**src/design/mer_pkg.sv**
```systemverilog
// ----------------------------------------------------------------------------
// mer_pkg: shared types for the midpoint ellipse rasterizer
// Defaults, datapath command codes and the controller/datapath interface.
// ----------------------------------------------------------------------------
package mer_pkg;

    // default coordinate width
    localparam int COORD_WIDTH_DEF = 12;

    // multiplier operand pair select
    typedef enum logic [3:0] {
        MUL_AA,       // semi_a * semi_a
        MUL_BB,       // semi_b * semi_b
        MUL_A2_B,     // a^2 * semi_b
        MUL_B2_X1,    // b^2 * (x+1)
        MUL_A2_2Y1,   // a^2 * (2y-1)
        MUL_B2_2X3,   // b^2 * (2x+3)
        MUL_A2_Y,     // a^2 * y
        MUL_HX_HX,    // (2x+1)^2
        MUL_YM_YM,    // (y-1)^2
        MUL_B2_T,     // b^2 * temp
        MUL_A2_DEC,   // a^2 * decision
        MUL_A2_B2     // a^2 * b^2
    } mul_sel_t;

    // register writeback select, uses the product from the previous cycle
    typedef enum logic [3:0] {
        WB_NONE,
        WB_LOAD,      // take corners from the input word
        WB_A2,
        WB_B2,
        WB_D1,        // initial region 1 decision
        WB_T_LHS,     // temp = 2*prod
        WB_T_TX,      // temp = 4*prod
        WB_R1_UPD,    // region 1 iteration
        WB_T_PROD,    // temp = prod
        WB_DEC_PROD,  // decision = prod
        WB_T_ACC,     // temp += 4*prod
        WB_D2,        // decision = temp - 4*prod
        WB_T_8,       // temp = 8*prod
        WB_R2_UPD     // region 2 iteration
    } wb_sel_t;

    // controller to datapath
    typedef struct packed {
        mul_sel_t    mul_sel;
        wb_sel_t     wb_sel;
        logic        pt_load;
        logic [1:0]  pt_idx;
    } dp_cmd_t;

    // datapath to controller
    typedef struct packed {
        logic lhs_lt;   // region 1 slope test: temp < prod
        logic y_zero;   // pos_y == 0
    } dp_status_t;

endpackage

```
**src/design/mer_ctrl.sv**
```systemverilog
// ----------------------------------------------------------------------------
// mer_ctrl: sequencer for the ellipse rasterizer
// Steps the shared multiplier through load, region 1, region switch and
// region 2 sequences, tracks the drawing phase and paces the four-point run.
// ----------------------------------------------------------------------------
module mer_ctrl (
    input  logic                 aclk,
    input  logic                 aresetn,
    input  logic                 s_tvalid,
    output logic                 s_tready,
    input  logic                 op_step,
    output logic                 m_tvalid,
    input  logic                 m_tready,
    output mer_pkg::dp_cmd_t     cmd,
    input  mer_pkg::dp_status_t  status
);
    import mer_pkg::*;

    typedef enum logic [4:0] {
        ST_IDLE,
        ST_L1, ST_L2, ST_L3, ST_L4,
        ST_S1, ST_S2, ST_S3, ST_S4, ST_S5,
        ST_W4, ST_W5, ST_W6, ST_W7, ST_W8,
        ST_R0, ST_R1, ST_R2,
        ST_PT0, ST_EMIT
    } state_t;

    typedef enum logic [1:0] {
        PH_IDLE, PH_R1, PH_R2, PH_DONE
    } phase_t;

    state_t      state_reg;
    phase_t      phase_reg;
    logic        m_tvalid_reg;
    logic [1:0]  beat_reg;

    assign s_tready = (state_reg == ST_IDLE);
    assign m_tvalid = m_tvalid_reg;

    // command decode
    always_comb begin
        cmd.mul_sel = MUL_AA;
        cmd.wb_sel  = WB_NONE;
        cmd.pt_load = 1'b0;
        cmd.pt_idx  = 2'd0;
        case (state_reg)
            ST_IDLE: begin
                if (s_tvalid && !op_step) begin
                    cmd.wb_sel = WB_LOAD;
                end
            end
            ST_L1: cmd.mul_sel = MUL_AA;
            ST_L2: begin
                cmd.wb_sel  = WB_A2;
                cmd.mul_sel = MUL_BB;
            end
            ST_L3: begin
                cmd.wb_sel  = WB_B2;
                cmd.mul_sel = MUL_A2_B;
            end
            ST_L4: cmd.wb_sel = WB_D1;
            ST_S1: cmd.mul_sel = MUL_B2_X1;
            ST_S2: begin
                cmd.wb_sel  = WB_T_LHS;
                cmd.mul_sel = MUL_A2_2Y1;
            end
            ST_S3: cmd.mul_sel = status.lhs_lt ? MUL_B2_2X3 : MUL_HX_HX;
            ST_S4: begin
                cmd.wb_sel  = WB_T_TX;
                cmd.mul_sel = MUL_A2_Y;
            end
            ST_S5: cmd.wb_sel = WB_R1_UPD;
            ST_W4: begin
                cmd.wb_sel  = WB_T_PROD;
                cmd.mul_sel = MUL_YM_YM;
            end
            ST_W5: begin
                cmd.wb_sel  = WB_DEC_PROD;
                cmd.mul_sel = MUL_B2_T;
            end
            ST_W6: begin
                cmd.wb_sel  = WB_T_PROD;
                cmd.mul_sel = MUL_A2_DEC;
            end
            ST_W7: begin
                cmd.wb_sel  = WB_T_ACC;
                cmd.mul_sel = MUL_A2_B2;
            end
            ST_W8: cmd.wb_sel = WB_D2;
            ST_R0: cmd.mul_sel = MUL_B2_X1;
            ST_R1: begin
                cmd.wb_sel  = WB_T_8;
                cmd.mul_sel = MUL_A2_Y;
            end
            ST_R2: cmd.wb_sel = WB_R2_UPD;
            ST_PT0: begin
                cmd.pt_load = 1'b1;
                cmd.pt_idx  = 2'd0;
            end
            ST_EMIT: begin
                cmd.pt_load = m_tready && (beat_reg != 2'd3);
                cmd.pt_idx  = beat_reg + 2'd1;
            end
            default: ;
        endcase
    end

    // state, phase and output handshake
    always_ff @(posedge aclk) begin
        if (!aresetn) begin
            state_reg    <= ST_IDLE;
            phase_reg    <= PH_IDLE;
            m_tvalid_reg <= 1'b0;
            beat_reg     <= 2'd0;
        end else begin
            case (state_reg)
                ST_IDLE: begin
                    if (s_tvalid) begin
                        if (!op_step) begin
                            state_reg <= ST_L1;
                        end else if (phase_reg == PH_R1) begin
                            state_reg <= ST_S1;
                        end else if (phase_reg == PH_R2) begin
                            state_reg <= ST_R0;
                        end
                    end
                end
                ST_L1: state_reg <= ST_L2;
                ST_L2: state_reg <= ST_L3;
                ST_L3: state_reg <= ST_L4;
                ST_L4: begin
                    phase_reg <= PH_R1;
                    state_reg <= ST_PT0;
                end
                ST_S1: state_reg <= ST_S2;
                ST_S2: state_reg <= ST_S3;
                ST_S3: state_reg <= status.lhs_lt ? ST_S4 : ST_W4;
                ST_S4: state_reg <= ST_S5;
                ST_S5: state_reg <= ST_PT0;
                ST_W4: state_reg <= ST_W5;
                ST_W5: state_reg <= ST_W6;
                ST_W6: state_reg <= ST_W7;
                ST_W7: state_reg <= ST_W8;
                ST_W8: begin
                    phase_reg <= PH_R2;
                    state_reg <= ST_R0;
                end
                ST_R0: state_reg <= ST_R1;
                ST_R1: state_reg <= ST_R2;
                ST_R2: state_reg <= ST_PT0;
                ST_PT0: begin
                    // y reaching zero closes the ellipse
                    if (status.y_zero) begin
                        phase_reg <= PH_DONE;
                    end
                    m_tvalid_reg <= 1'b1;
                    beat_reg     <= 2'd0;
                    state_reg    <= ST_EMIT;
                end
                ST_EMIT: begin
                    if (m_tready) begin
                        if (beat_reg == 2'd3) begin
                            m_tvalid_reg <= 1'b0;
                            state_reg    <= ST_IDLE;
                        end else begin
                            beat_reg <= beat_reg + 2'd1;
                        end
                    end
                end
                default: state_reg <= ST_IDLE;
            endcase
        end
    end

endmodule

```
**src/design/mer_datapath.sv**
```systemverilog
// ----------------------------------------------------------------------------
// mer_datapath: ellipse geometry registers and shared multiplier
// One registered multiplier feeds a writeback stage that updates the
// squares, the scaled decision and the position; a point register holds
// the word on the output channel.
// ----------------------------------------------------------------------------
module mer_datapath #(
    parameter int COORD_WIDTH = mer_pkg::COORD_WIDTH_DEF
) (
    input  logic                      aclk,
    input  logic [4*COORD_WIDTH-1:0]  corners,
    input  mer_pkg::dp_cmd_t          cmd,
    output mer_pkg::dp_status_t       status,
    output logic [COORD_WIDTH-1:0]    point_x,
    output logic [COORD_WIDTH-1:0]    point_y,
    output logic                      point_last,
    output logic                      point_done
);
    import mer_pkg::*;

    localparam int CW  = COORD_WIDTH;
    localparam int SW  = CW - 1;          // semi-axis and position
    localparam int SQW = 2 * SW;          // squares
    localparam int MBW = 2 * CW;          // multiplier operand B
    localparam int PRW = SQW + MBW;       // product
    localparam int DW  = 4 * SW + 6;      // scaled decision

    logic [CW-1:0]   center_x_reg, center_x_next;
    logic [CW-1:0]   center_y_reg, center_y_next;
    logic [SW-1:0]   semi_a_reg, semi_a_next;
    logic [SW-1:0]   semi_b_reg, semi_b_next;
    logic [SQW-1:0]  a_sq_reg, a_sq_next;
    logic [SQW-1:0]  b_sq_reg, b_sq_next;
    logic [SW-1:0]   pos_x_reg, pos_x_next;
    logic [SW-1:0]   pos_y_reg, pos_y_next;
    logic [DW-1:0]   dec_reg, dec_next;
    logic [DW-1:0]   tmp_reg, tmp_next;
    logic [PRW-1:0]  prod_reg, prod_next;
    logic [CW-1:0]   pt_x_reg, pt_x_next;
    logic [CW-1:0]   pt_y_reg, pt_y_next;
    logic            pt_last_reg, pt_last_next;
    logic            pt_done_reg, pt_done_next;

    // corner fields
    logic [CW-1:0] x1, y1, x2, y2;
    logic [CW:0]   sum_x, sum_y;
    logic [CW-1:0] dif_x, dif_y;

    assign x1 = corners[CW-1:0];
    assign y1 = corners[2*CW-1:CW];
    assign x2 = corners[3*CW-1:2*CW];
    assign y2 = corners[4*CW-1:3*CW];
    assign sum_x = {1'b0, x1} + {1'b0, x2};
    assign sum_y = {1'b0, y1} + {1'b0, y2};
    assign dif_x = (x1 > x2) ? (x1 - x2) : (x2 - x1);
    assign dif_y = (y1 > y2) ? (y1 - y2) : (y2 - y1);

    // multiplier operands
    logic [CW-1:0]   x_p1, y2_m1, hx;
    logic [CW:0]     x2_p3;
    logic [SW-1:0]   y_m1;
    logic [SQW-1:0]  op_a;
    logic [MBW-1:0]  op_b;

    assign x_p1  = {1'b0, pos_x_reg} + CW'(1);
    assign y2_m1 = {pos_y_reg, 1'b0} - CW'(1);
    assign hx    = {pos_x_reg, 1'b1};
    assign x2_p3 = {1'b0, pos_x_reg, 1'b0} + (CW+1)'(3);
    assign y_m1  = pos_y_reg - SW'(1);

    always_comb begin
        op_a = SQW'(semi_a_reg);
        op_b = MBW'(semi_a_reg);
        case (cmd.mul_sel)
            MUL_AA: begin
                op_a = SQW'(semi_a_reg);
                op_b = MBW'(semi_a_reg);
            end
            MUL_BB: begin
                op_a = SQW'(semi_b_reg);
                op_b = MBW'(semi_b_reg);
            end
            MUL_A2_B: begin
                op_a = a_sq_reg;
                op_b = MBW'(semi_b_reg);
            end
            MUL_B2_X1: begin
                op_a = b_sq_reg;
                op_b = MBW'(x_p1);
            end
            MUL_A2_2Y1: begin
                op_a = a_sq_reg;
                op_b = MBW'(y2_m1);
            end
            MUL_B2_2X3: begin
                op_a = b_sq_reg;
                op_b = MBW'(x2_p3);
            end
            MUL_A2_Y: begin
                op_a = a_sq_reg;
                op_b = MBW'(pos_y_reg);
            end
            MUL_HX_HX: begin
                op_a = SQW'(hx);
                op_b = MBW'(hx);
            end
            MUL_YM_YM: begin
                op_a = SQW'(y_m1);
                op_b = MBW'(y_m1);
            end
            MUL_B2_T: begin
                op_a = b_sq_reg;
                op_b = tmp_reg[MBW-1:0];
            end
            MUL_A2_DEC: begin
                op_a = a_sq_reg;
                op_b = dec_reg[MBW-1:0];
            end
            MUL_A2_B2: begin
                op_a = a_sq_reg;
                op_b = MBW'(b_sq_reg);
            end
            default: ;
        endcase
    end

    assign prod_next = PRW'(op_a) * PRW'(op_b);

    // widened operands for the decision adders
    logic [DW-1:0] prod_ext, a2_ext, b2_ext, ty;

    assign prod_ext = DW'(prod_reg);
    assign a2_ext   = DW'(a_sq_reg);
    assign b2_ext   = DW'(b_sq_reg);
    // 4a^2(3-2y), product holds a^2*y
    assign ty       = (a2_ext << 3) + (a2_ext << 2) - (prod_ext << 3);

    // writeback
    always_comb begin
        center_x_next = center_x_reg;
        center_y_next = center_y_reg;
        semi_a_next   = semi_a_reg;
        semi_b_next   = semi_b_reg;
        a_sq_next     = a_sq_reg;
        b_sq_next     = b_sq_reg;
        pos_x_next    = pos_x_reg;
        pos_y_next    = pos_y_reg;
        dec_next      = dec_reg;
        tmp_next      = tmp_reg;
        case (cmd.wb_sel)
            WB_NONE: ;
            WB_LOAD: begin
                center_x_next = sum_x[CW:1];
                center_y_next = sum_y[CW:1];
                semi_a_next   = dif_x[CW-1:1];
                semi_b_next   = dif_y[CW-1:1];
                pos_x_next    = '0;
                pos_y_next    = dif_y[CW-1:1];
            end
            WB_A2: a_sq_next = prod_reg[SQW-1:0];
            WB_B2: b_sq_next = prod_reg[SQW-1:0];
            // 4b^2 + a^2 - 4a^2 b
            WB_D1: dec_next = (b2_ext << 2) + a2_ext - (prod_ext << 2);
            WB_T_LHS: tmp_next = prod_ext << 1;
            WB_T_TX: tmp_next = prod_ext << 2;
            WB_R1_UPD: begin
                if (dec_reg[DW-1]) begin
                    dec_next = dec_reg + tmp_reg;
                end else begin
                    dec_next   = dec_reg + tmp_reg + (a2_ext << 3) - (prod_ext << 3);
                    pos_y_next = pos_y_reg - SW'(1);
                end
                pos_x_next = pos_x_reg + SW'(1);
            end
            WB_T_PROD: tmp_next = prod_ext;
            WB_DEC_PROD: dec_next = prod_ext;
            WB_T_ACC: tmp_next = tmp_reg + (prod_ext << 2);
            WB_D2: dec_next = tmp_reg - (prod_ext << 2);
            WB_T_8: tmp_next = prod_ext << 3;
            WB_R2_UPD: begin
                if (dec_reg[DW-1]) begin
                    dec_next   = dec_reg + tmp_reg + ty;
                    pos_x_next = pos_x_reg + SW'(1);
                end else begin
                    dec_next = dec_reg + ty;
                end
                pos_y_next = pos_y_reg - SW'(1);
            end
            default: ;
        endcase
    end

    // mirrored point: idx bit 0 negates x, bit 1 negates y
    always_comb begin
        pt_x_next    = pt_x_reg;
        pt_y_next    = pt_y_reg;
        pt_last_next = pt_last_reg;
        pt_done_next = pt_done_reg;
        if (cmd.pt_load) begin
            pt_x_next    = cmd.pt_idx[0] ? (center_x_reg - CW'(pos_x_reg))
                                         : (center_x_reg + CW'(pos_x_reg));
            pt_y_next    = cmd.pt_idx[1] ? (center_y_reg - CW'(pos_y_reg))
                                         : (center_y_reg + CW'(pos_y_reg));
            pt_last_next = (cmd.pt_idx == 2'd3);
            pt_done_next = (pos_y_reg == '0);
        end
    end

    always_ff @(posedge aclk) begin
        center_x_reg <= center_x_next;
        center_y_reg <= center_y_next;
        semi_a_reg   <= semi_a_next;
        semi_b_reg   <= semi_b_next;
        a_sq_reg     <= a_sq_next;
        b_sq_reg     <= b_sq_next;
        pos_x_reg    <= pos_x_next;
        pos_y_reg    <= pos_y_next;
        dec_reg      <= dec_next;
        tmp_reg      <= tmp_next;
        prod_reg     <= prod_next;
        pt_x_reg     <= pt_x_next;
        pt_y_reg     <= pt_y_next;
        pt_last_reg  <= pt_last_next;
        pt_done_reg  <= pt_done_next;
    end

    assign status.lhs_lt = (tmp_reg < prod_ext);
    assign status.y_zero = (pos_y_reg == '0);

    assign point_x    = pt_x_reg;
    assign point_y    = pt_y_reg;
    assign point_last = pt_last_reg;
    assign point_done = pt_done_reg;

endmodule

```
**src/design/midpoint_ellipse_rasterizer.sv**
```systemverilog
// ----------------------------------------------------------------------------
// midpoint_ellipse_rasterizer: midpoint ellipse point generator
// Loads an ellipse from two bounding-box corners and emits four mirrored
// points per midpoint iteration.
//
//   channel  | direction | tdata                            | tuser | tlast
//   ---------+-----------+----------------------------------+-------+-----------
//   s_       | in        | corner1 x,y, corner2 x,y         | op    | -
//   m_       | out       | point x,y                        | done  | 4th point
//
// Load: accept, a multiply/writeback sequence, a point load, then 4 output words.
// Region 1 step: accept, region 1 sequence, point load, 4 words; a switch step runs the
// slope test, region switch and region 2 sequences; region 2 step: region 2 sequence.
// Every sequence steps through the single shared multiplier, one product per cycle.
// A step while idle or done is accepted and gives no words.
// Output stalls hold the current word; no input is taken until the fourth word
// has gone. Reset is synchronous, active low, and needs no clearing pass.
// ----------------------------------------------------------------------------
module midpoint_ellipse_rasterizer #(
    parameter int COORD_WIDTH = mer_pkg::COORD_WIDTH_DEF,
    localparam int IN_TW  = ((4 * COORD_WIDTH + 7) / 8) * 8,
    localparam int OUT_TW = ((2 * COORD_WIDTH + 7) / 8) * 8
) (
    input  logic               aclk,
    input  logic               aresetn,
    input  logic               s_tvalid,
    output logic               s_tready,
    // corner1_x, corner1_y, corner2_x, corner2_y
    input  logic [IN_TW-1:0]   s_tdata,
    // op
    input  logic [0:0]         s_tuser,
    output logic               m_tvalid,
    input  logic               m_tready,
    // point_x, point_y
    output logic [OUT_TW-1:0]  m_tdata,
    output logic               m_tlast,
    // done_res
    output logic [0:0]         m_tuser
);
    import mer_pkg::*;

    dp_cmd_t                 cmd;
    dp_status_t              status;
    logic [COORD_WIDTH-1:0]  point_x;
    logic [COORD_WIDTH-1:0]  point_y;
    logic                    point_last;
    logic                    point_done;

    mer_ctrl u_ctrl (
        .aclk     (aclk),
        .aresetn  (aresetn),
        .s_tvalid (s_tvalid),
        .s_tready (s_tready),
        .op_step  (s_tuser[0]),
        .m_tvalid (m_tvalid),
        .m_tready (m_tready),
        .cmd      (cmd),
        .status   (status)
    );

    mer_datapath #(
        .COORD_WIDTH (COORD_WIDTH)
    ) u_datapath (
        .aclk       (aclk),
        .corners    (s_tdata[4*COORD_WIDTH-1:0]),
        .cmd        (cmd),
        .status     (status),
        .point_x    (point_x),
        .point_y    (point_y),
        .point_last (point_last),
        .point_done (point_done)
    );

    assign m_tdata    = OUT_TW'({point_y, point_x});
    assign m_tlast    = point_last;
    assign m_tuser[0] = point_done;

`ifndef SYNTH
    // no new word is taken while a run is on the output
    a_no_accept_in_run: assert property (@(posedge aclk) disable iff (!aresetn)
        m_tvalid |-> !s_tready)
        else $error("input accepted during output run");

    // the fourth word ends the run
    a_run_ends: assert property (@(posedge aclk) disable iff (!aresetn)
        (m_tvalid && m_tready && m_tlast) |=> !m_tvalid)
        else $error("output valid after last word");

    // a load always goes to the multiply sequence
    a_load_busy: assert property (@(posedge aclk) disable iff (!aresetn)
        (s_tvalid && s_tready && !s_tuser[0]) |=> (!s_tready && !m_tvalid))
        else $error("load did not start the setup sequence");
`endif

endmodule
```
**config.mk**
```make
export PLATFORM = sky130hd
export DESIGN_NAME = midpoint_ellipse_rasterizer
export DESIGN_NICKNAME = d
export VERILOG_FILES = /design/src/design/mer_pkg.sv /design/src/design/mer_ctrl.sv /design/src/design/mer_datapath.sv /design/src/design/midpoint_ellipse_rasterizer.sv
export SDC_FILE = /design/constraint.sdc
export NUM_CORES = 2
export LEC_CHECK = 0
export BUFFER_PORTS_ARGS = -buffer_cell sky130_fd_sc_hd__buf_2
export CAP_MARGIN = 15
export CORE_ASPECT_RATIO = 0.9
export CORE_UTILIZATION = 60
export CTS_CLUSTER_SIZE = 16
export DETAILED_ROUTE_END_ITERATION = 8
export HOLD_SLACK_MARGIN = 0.02
export PLACE_DENSITY_LB_ADDON = 0.25
export REMOVE_ABC_BUFFERS = 1
export SYNTH_ARGS = -nofsm -noshare
export SYNTH_HDL_FRONTEND = slang
export SYNTH_SLANG_ARGS = --single-unit
```
**constraint.sdc**
```tcl
create_clock -name aclk -period 25.4 [get_ports aclk]
set_clock_uncertainty 0.05 [all_clocks]
set_input_delay 1.27 -clock aclk [delete_from_list [all_inputs] [get_ports aclk]]
set_output_delay 1.27 -clock aclk [all_outputs]
set_load 0.02 [all_outputs]
```
# Word-level counts from Yosys, hierarchy flattened
# Cells that the tools add are included.
[totals]
ff_bits = 294
latch_bits = 0
ram_bits = 0
romBits = 0
input_bits = 53
out_inout_bits = 28
elab_cells = 164
mem_count = 0
[classes]
addsub = 27
multipliers = 1
div = 0
magnitude_cmp = 3
n_eq_ne = 56
n_shift = 0
mux = 35
bitwise = 0
n_reduce_logical = 23
[ops]
columns = ["op", "count"]
rows = [
  ["$pmux 50 s5", 2],
  ["$pmux 24 s10", 1],
  ["$add 50x50->50", 3],
  ["$pmux 22 s5", 1],
  ["$mux 50", 2],
  ["$sub 50x48->50", 2],
  ["$sub 50x49->50", 2],
  ["$pmux 5 s18", 1],
  ["$pmux 11 s3", 2],
  ["$pmux 4 s13", 1],
  ["$add 50x25->50", 1],
  ["$add 50x48->50", 1],
  ["$lt 50x46->1", 1],
  ["$mux 12", 4],
  ["$sub 12x12->12", 4],
  ["$mul 22x24->46", 1],
  ["$eq 4x4->1 const B", 10],
  ["$eq 5x4->1 const B", 8],
  ["$pmux 4 s10", 1],
  ["$eq 4x3->1 const B", 8],
  ["$mux 5", 6],
  ["$add 12x12->13", 2],
  ["$add 25x24->26", 1],
  ["$add 24x22->25", 1],
  ["other kinds (40)", 79],
]

# Logic depth before layout (Yosys ltp)
[logic_depth]
ltp_word = 7
mapped_depth = 45

# Modules after synthesis
# From an unflattened synthesis, not the netlist that was laid out.
[hier_totals]
cells_unflattened = 6526
area_unflattened_um2 = 54493.5
[by_module_without_submodules]
columns = ["mod", "n_inst", "cells_each", "area_per_inst_um2"]
rows = [
  ["mer_datapath", 1, 6395, 53517.6],
  ["mer_ctrl", 1, 131, 975.9],
]

# Worst setup path after synthesis
# OpenSTA, ideal clock, no wires.
[synth_path]
path_type = "reg2reg"
from = "reg u_datapath.prod_reg[15]"
to = "reg u_datapath.prod_reg[40]"
setup_time_ns = 0.127
arrival_ns = 9.640
t_required_ns = 25.223
setup_slack_ns = 15.583
stages_incl_launch_ff = 41
n_path_buf = 2
path_cell_list = "dfxtp_1 inv_1 ha_1 a21o_1 a21o_1 a221o_1 a221oi_1 o21ai_0 a31oi_1 o211a_1 buf_6 nand4_1 xor2_1 o221ai_1 clkbuf_1 nand2_1 fa_1 inv_1 [... 5 more ...] fa_1 fa_1 inv_1 fa_1 inv_1 ha_1 nand4_1 nor2_1 a2111o_1 a32oi_1 a31oi_1 a221oi_1 o21ai_1 o22ai_1 nor2_1 nor2_1 o21ai_0 xor2_1"
[synth_between]
elab_chain_cells = 7
elab_cells_between_ends = 20
cone_classes = "mul: 1; order compare: 1; eq/ne: 11; mux: 4; reduce/logical: 3"
[synth_rtl]
columns = ["element", "line", "text"]
rows = [
  ["start, declared", "mer_datapath.sv:38", "logic [PRW-1:0] prod_reg, prod_next;"],
  ["start signal, assigned", "mer_datapath.sv:220", "prod_reg <= prod_next;"],
  ["$lt 50x46->1 (*)", "mer_datapath.sv:227", "assign status.lhs_lt = (tmp_reg < prod_ext);"],
  ["$mux 2 (*)", "mer_ctrl.sv:67", "ST_S3: cmd.mul_sel = status.lhs_lt ? MUL_B2_2X3 : MUL_HX_HX;"],
  ["$pmux 4 s10 (*)", "mer_ctrl.sv:46", "case (state_reg)"],
  ["$eq 4x2->1 (tied with other cells)", "mer_datapath.sv:74", "case (cmd.mul_sel)"],
  ["$reduce_or 5->1 (no source line) (tied with other cells)", "n/a", ""],
  ["$pmux 22 s5 / $pmux 24 s10 (equally long branches)", "mer_datapath.sv:74", ""],
  ["$mul 22x24->46 (*)", "mer_datapath.sv:127", "assign prod_next = PRW'(op_a) * PRW'(op_b);"],
  ["net u_datapath.prod_next[40]", "mer_datapath.sv:38", ""],
]
# Mark *: on every way through the listed nets, which the timed path passes. The rest lies on a longest branch.
# A chain may end at the register's enable or synchronous reset.

# Final worst setup path
[layout_path]
from = "reg u_datapath.prod_reg[43]"
to = "reg u_datapath.prod_reg[38]"
# The elaborated chain is that of the path after synthesis.

==> summary.md <==
| Metric | Value |
|---|---|
| Status | complete, but fails checks |
| Failing checks | DRC |
| Fmax | ~76 MHz |
| RSZ-0062 raised after global routing | false |
| Sequential cell area fraction in the yosys report | around 16% |
| Total grt overflow | 0 |
| Core Rows | 103 |
| DRT Wirelength | between 150 and 200 mm |
| Wirelength per Cell | approximately 26 um |
| Final setup TNS | 0 ns |
| DRT iter0 DRCs | 6,010 |
| Avg Inst Size Synth | approximately 8.4 um2 |
| Setup Crit Path Kind | reg2reg |
| Arrival @ worst endpoint | between 10 and 15 ns |
| Cell Area, Synth | ~53,000 um2 |
| Worst-Skew Late Latency | ~0.6 ns |
| Worst Path Max Fanout | 13 |
| Worst path required time | around 26 ns |
| Longest Clk Path Bufs | 3 |
| FILL cells | 7,708 |
| Period utilization | a little over 50% |
| Share of cells above drive strength 1 | between 5 and 6% |
| Final HPWL DP | roughly 150 mm |
| I/O pins | 81 |
| Clock sink count | between 200 and 300 |
| Synth area leaders | fa_1 18%, ha_1 15%, edfxtp_1 13%, inv_1 5.4%, nand2_1 4.9% |
| Seq cells post-synth | slightly below 300 |
| Yosys top cell by area | fa_1 |
| Hold Crit Class | reg2reg |
| Critical-path top delay cell | a2111oi_2 |
| First-pass iteration count of the detailed router | 9 |
| Synthesized netlist cell count | 6,343 |
| Synth warn | 0 |
| Hold_buf cts | 0 |
| Max Cap Violations | 0 |
| Vias in the first global route | 48,090 |
| Cell Area, Placed | between 50,000 and 60,000 um2 |
| Via Count | just under 50,000 |
| Clock transition at path regs | 0.06 ns |
| Final Slew Violations | 0 |
| Share of the synthesized area in the top cell type | approximately 18% |
| Global-route wire length before repair | approximately 290 mm |
| Fin crit period | 13.10 ns |
| Hold Violations, Final | 0 |
| Type of origin of the critical path | register |
| Post-CTS sizing | 0 |
| CTS root buf | clkbuf_16 |
| Die height | roughly 280 um |
| Total CTS buffers | 38 |
| Fin area | about 56,000 um2 |
| Multi-input logic area | ~41,000 um2 |
| Slew @ Worst Pin | 1.317 ns |
| Worst Setup End Kind | register |
| # H-tree levels | 2 |
| Register Area | 8268 um2 |
| Initial Util | ~61% |
| Chip width | around 320 um |
| Layout area overhead | 5.061% |
| IO buf count | 80 |
| Hold Worst Slack | approximately 0.47 ns |
| Most frequent CP cell | fa_1 |
| Finish-stage setup viols | 0 |
| Synth unique cells | a little over 100 |
| Antenna-violating nets left | 0 |
| Vias per cell | roughly 6.6 |
| CTS tree | yes |
| Die area | 89,580 um2 |
| Setup Fix Bufs, Post-CTS | 0 |
| CP max stage delay | between 0.9 and 1 ns |
| Final #Nets | between 7,000 and 8,000 |
| Predominant post-synthesis flop cell | edfxtp_1 |
| Top-count cell post-synth | inv_1 |
| Antenna Cells | 0 |
| Rel. slew slack | 12.18% |
| Synth cell count leaders | 756 x inv_1, 695 x nand2_1, 627 x ha_1 |
| Placer Congestion | 1.042 |
| GRT Total Usage | roughly 42% |
| DRC violations left | 6 |
| Largest net degree at the start of global routing | a little under 70 |
| Initial antenna violation count | 4 |
| Core area | roughly 90,000 um2 |
| FFs w/ async S/R, synth | 0% |
| Post-synth EDFFs | 238 |
## per-stage QoR
stage               utilization, %  setup WS, ns  cells
floorplan                        -         13.10   6059
global placement             62.09         12.38   7367
detailed placement           62.10         12.53   7367
CTS                          63.55         12.47   7436
global route                 63.58         11.98   7439
finish                       63.58         12.30   7439
## layout make-up
cell class | instances | share of cell area, %
Multi-Input combinational cell | 5009 | 73.44
Clock buffer | 45 | 1.808
Inverter | 756 | 5.093
Clock inverter | 24 | 0.4761
Timing Repair Buffer | 156 | 1.749
Tap cell | 1155 | 2.594
Sequential cell | 294 | 14.84
## placed cells by master (no fill, tap or decap), drive strengths merged, types with 35 or more instances in the layout
cell type  synthesis  routed
a211oi            38      38
a21o             226     226
a21oi            430     430
a221oi            41      41
a222oi            55      55
a22oi             49      49
a31oi             75      75
and2              80      80
and3              35      35
buf               54     156
clkbuf           230      45
dfxtp             56      56
edfxtp           238     238
fa               474     474
ha               627     627
inv              756     760
nand2            696     696
nand2b            76      76
nand3            109     109
nand4             63      63
nor2             452     452
nor2b             75      75
nor3              90      90
o211ai            39      39
o21a              55      55
o21ai            329     329
o21bai            75      75
o221ai            47      47
xnor2            275     275
xor2             154     154
## metal layers
layer	global-route usage [%]	wire (um)	up-vias
li1	-	-	21870
met1	55.11	73660	23620
met2	61.55	79250	3094
met3	12.12	23830	681
met4	24.72	13240	8
met5	0.3247	57	-
## kinds of logic (layout without fill, tap and decap cells)
group	after synthesis	in the layout	synth area share (%)
and+or+nand+nor	1783	1783	15.44
DFF	294	294	15.59
muxes	41	41	0.8281
adders and majority gates	1101	1101	32.69
xor gates and xnor gates	429	429	7.113
buffers and inverters	1040	981	7.479
AOI/OAI and AO/OA	1655	1655	20.87
## critical path, delay by kind of cell, from the launching register on
| kind | cells | cell delay, ns |
|---|---|---|
| adder cells (fa/ha/maj) | 9 | 4.35 |
| flip-flops | 1 | 0.83 |
| XOR/XNOR | 1 | 0.27 |
| buffers and inverters | 5 | 0.46 |
| AO/OA/AOI/OAI | 13 | 5.56 |
| AND/OR/NAND/NOR | 6 | 1.38 |
## worst paths after layout
kind	start	to	slack, ns	cells after the start
max reg2reg	u_datapath.prod_reg[43]	u_datapath.prod_reg[38]	12.30	34
min	u_ctrl.phase_reg[0]	u_ctrl.phase_reg[0]	0.47	1
max	u_datapath.prod_reg[43]	u_datapath.prod_reg[38]	12.30	34
min reg2reg	u_ctrl.phase_reg[0]	u_ctrl.phase_reg[0]	0.47	1
Power is not shown: default switching activity piles up to over one toggle a cycle in this logic, so the estimate is an artifact.
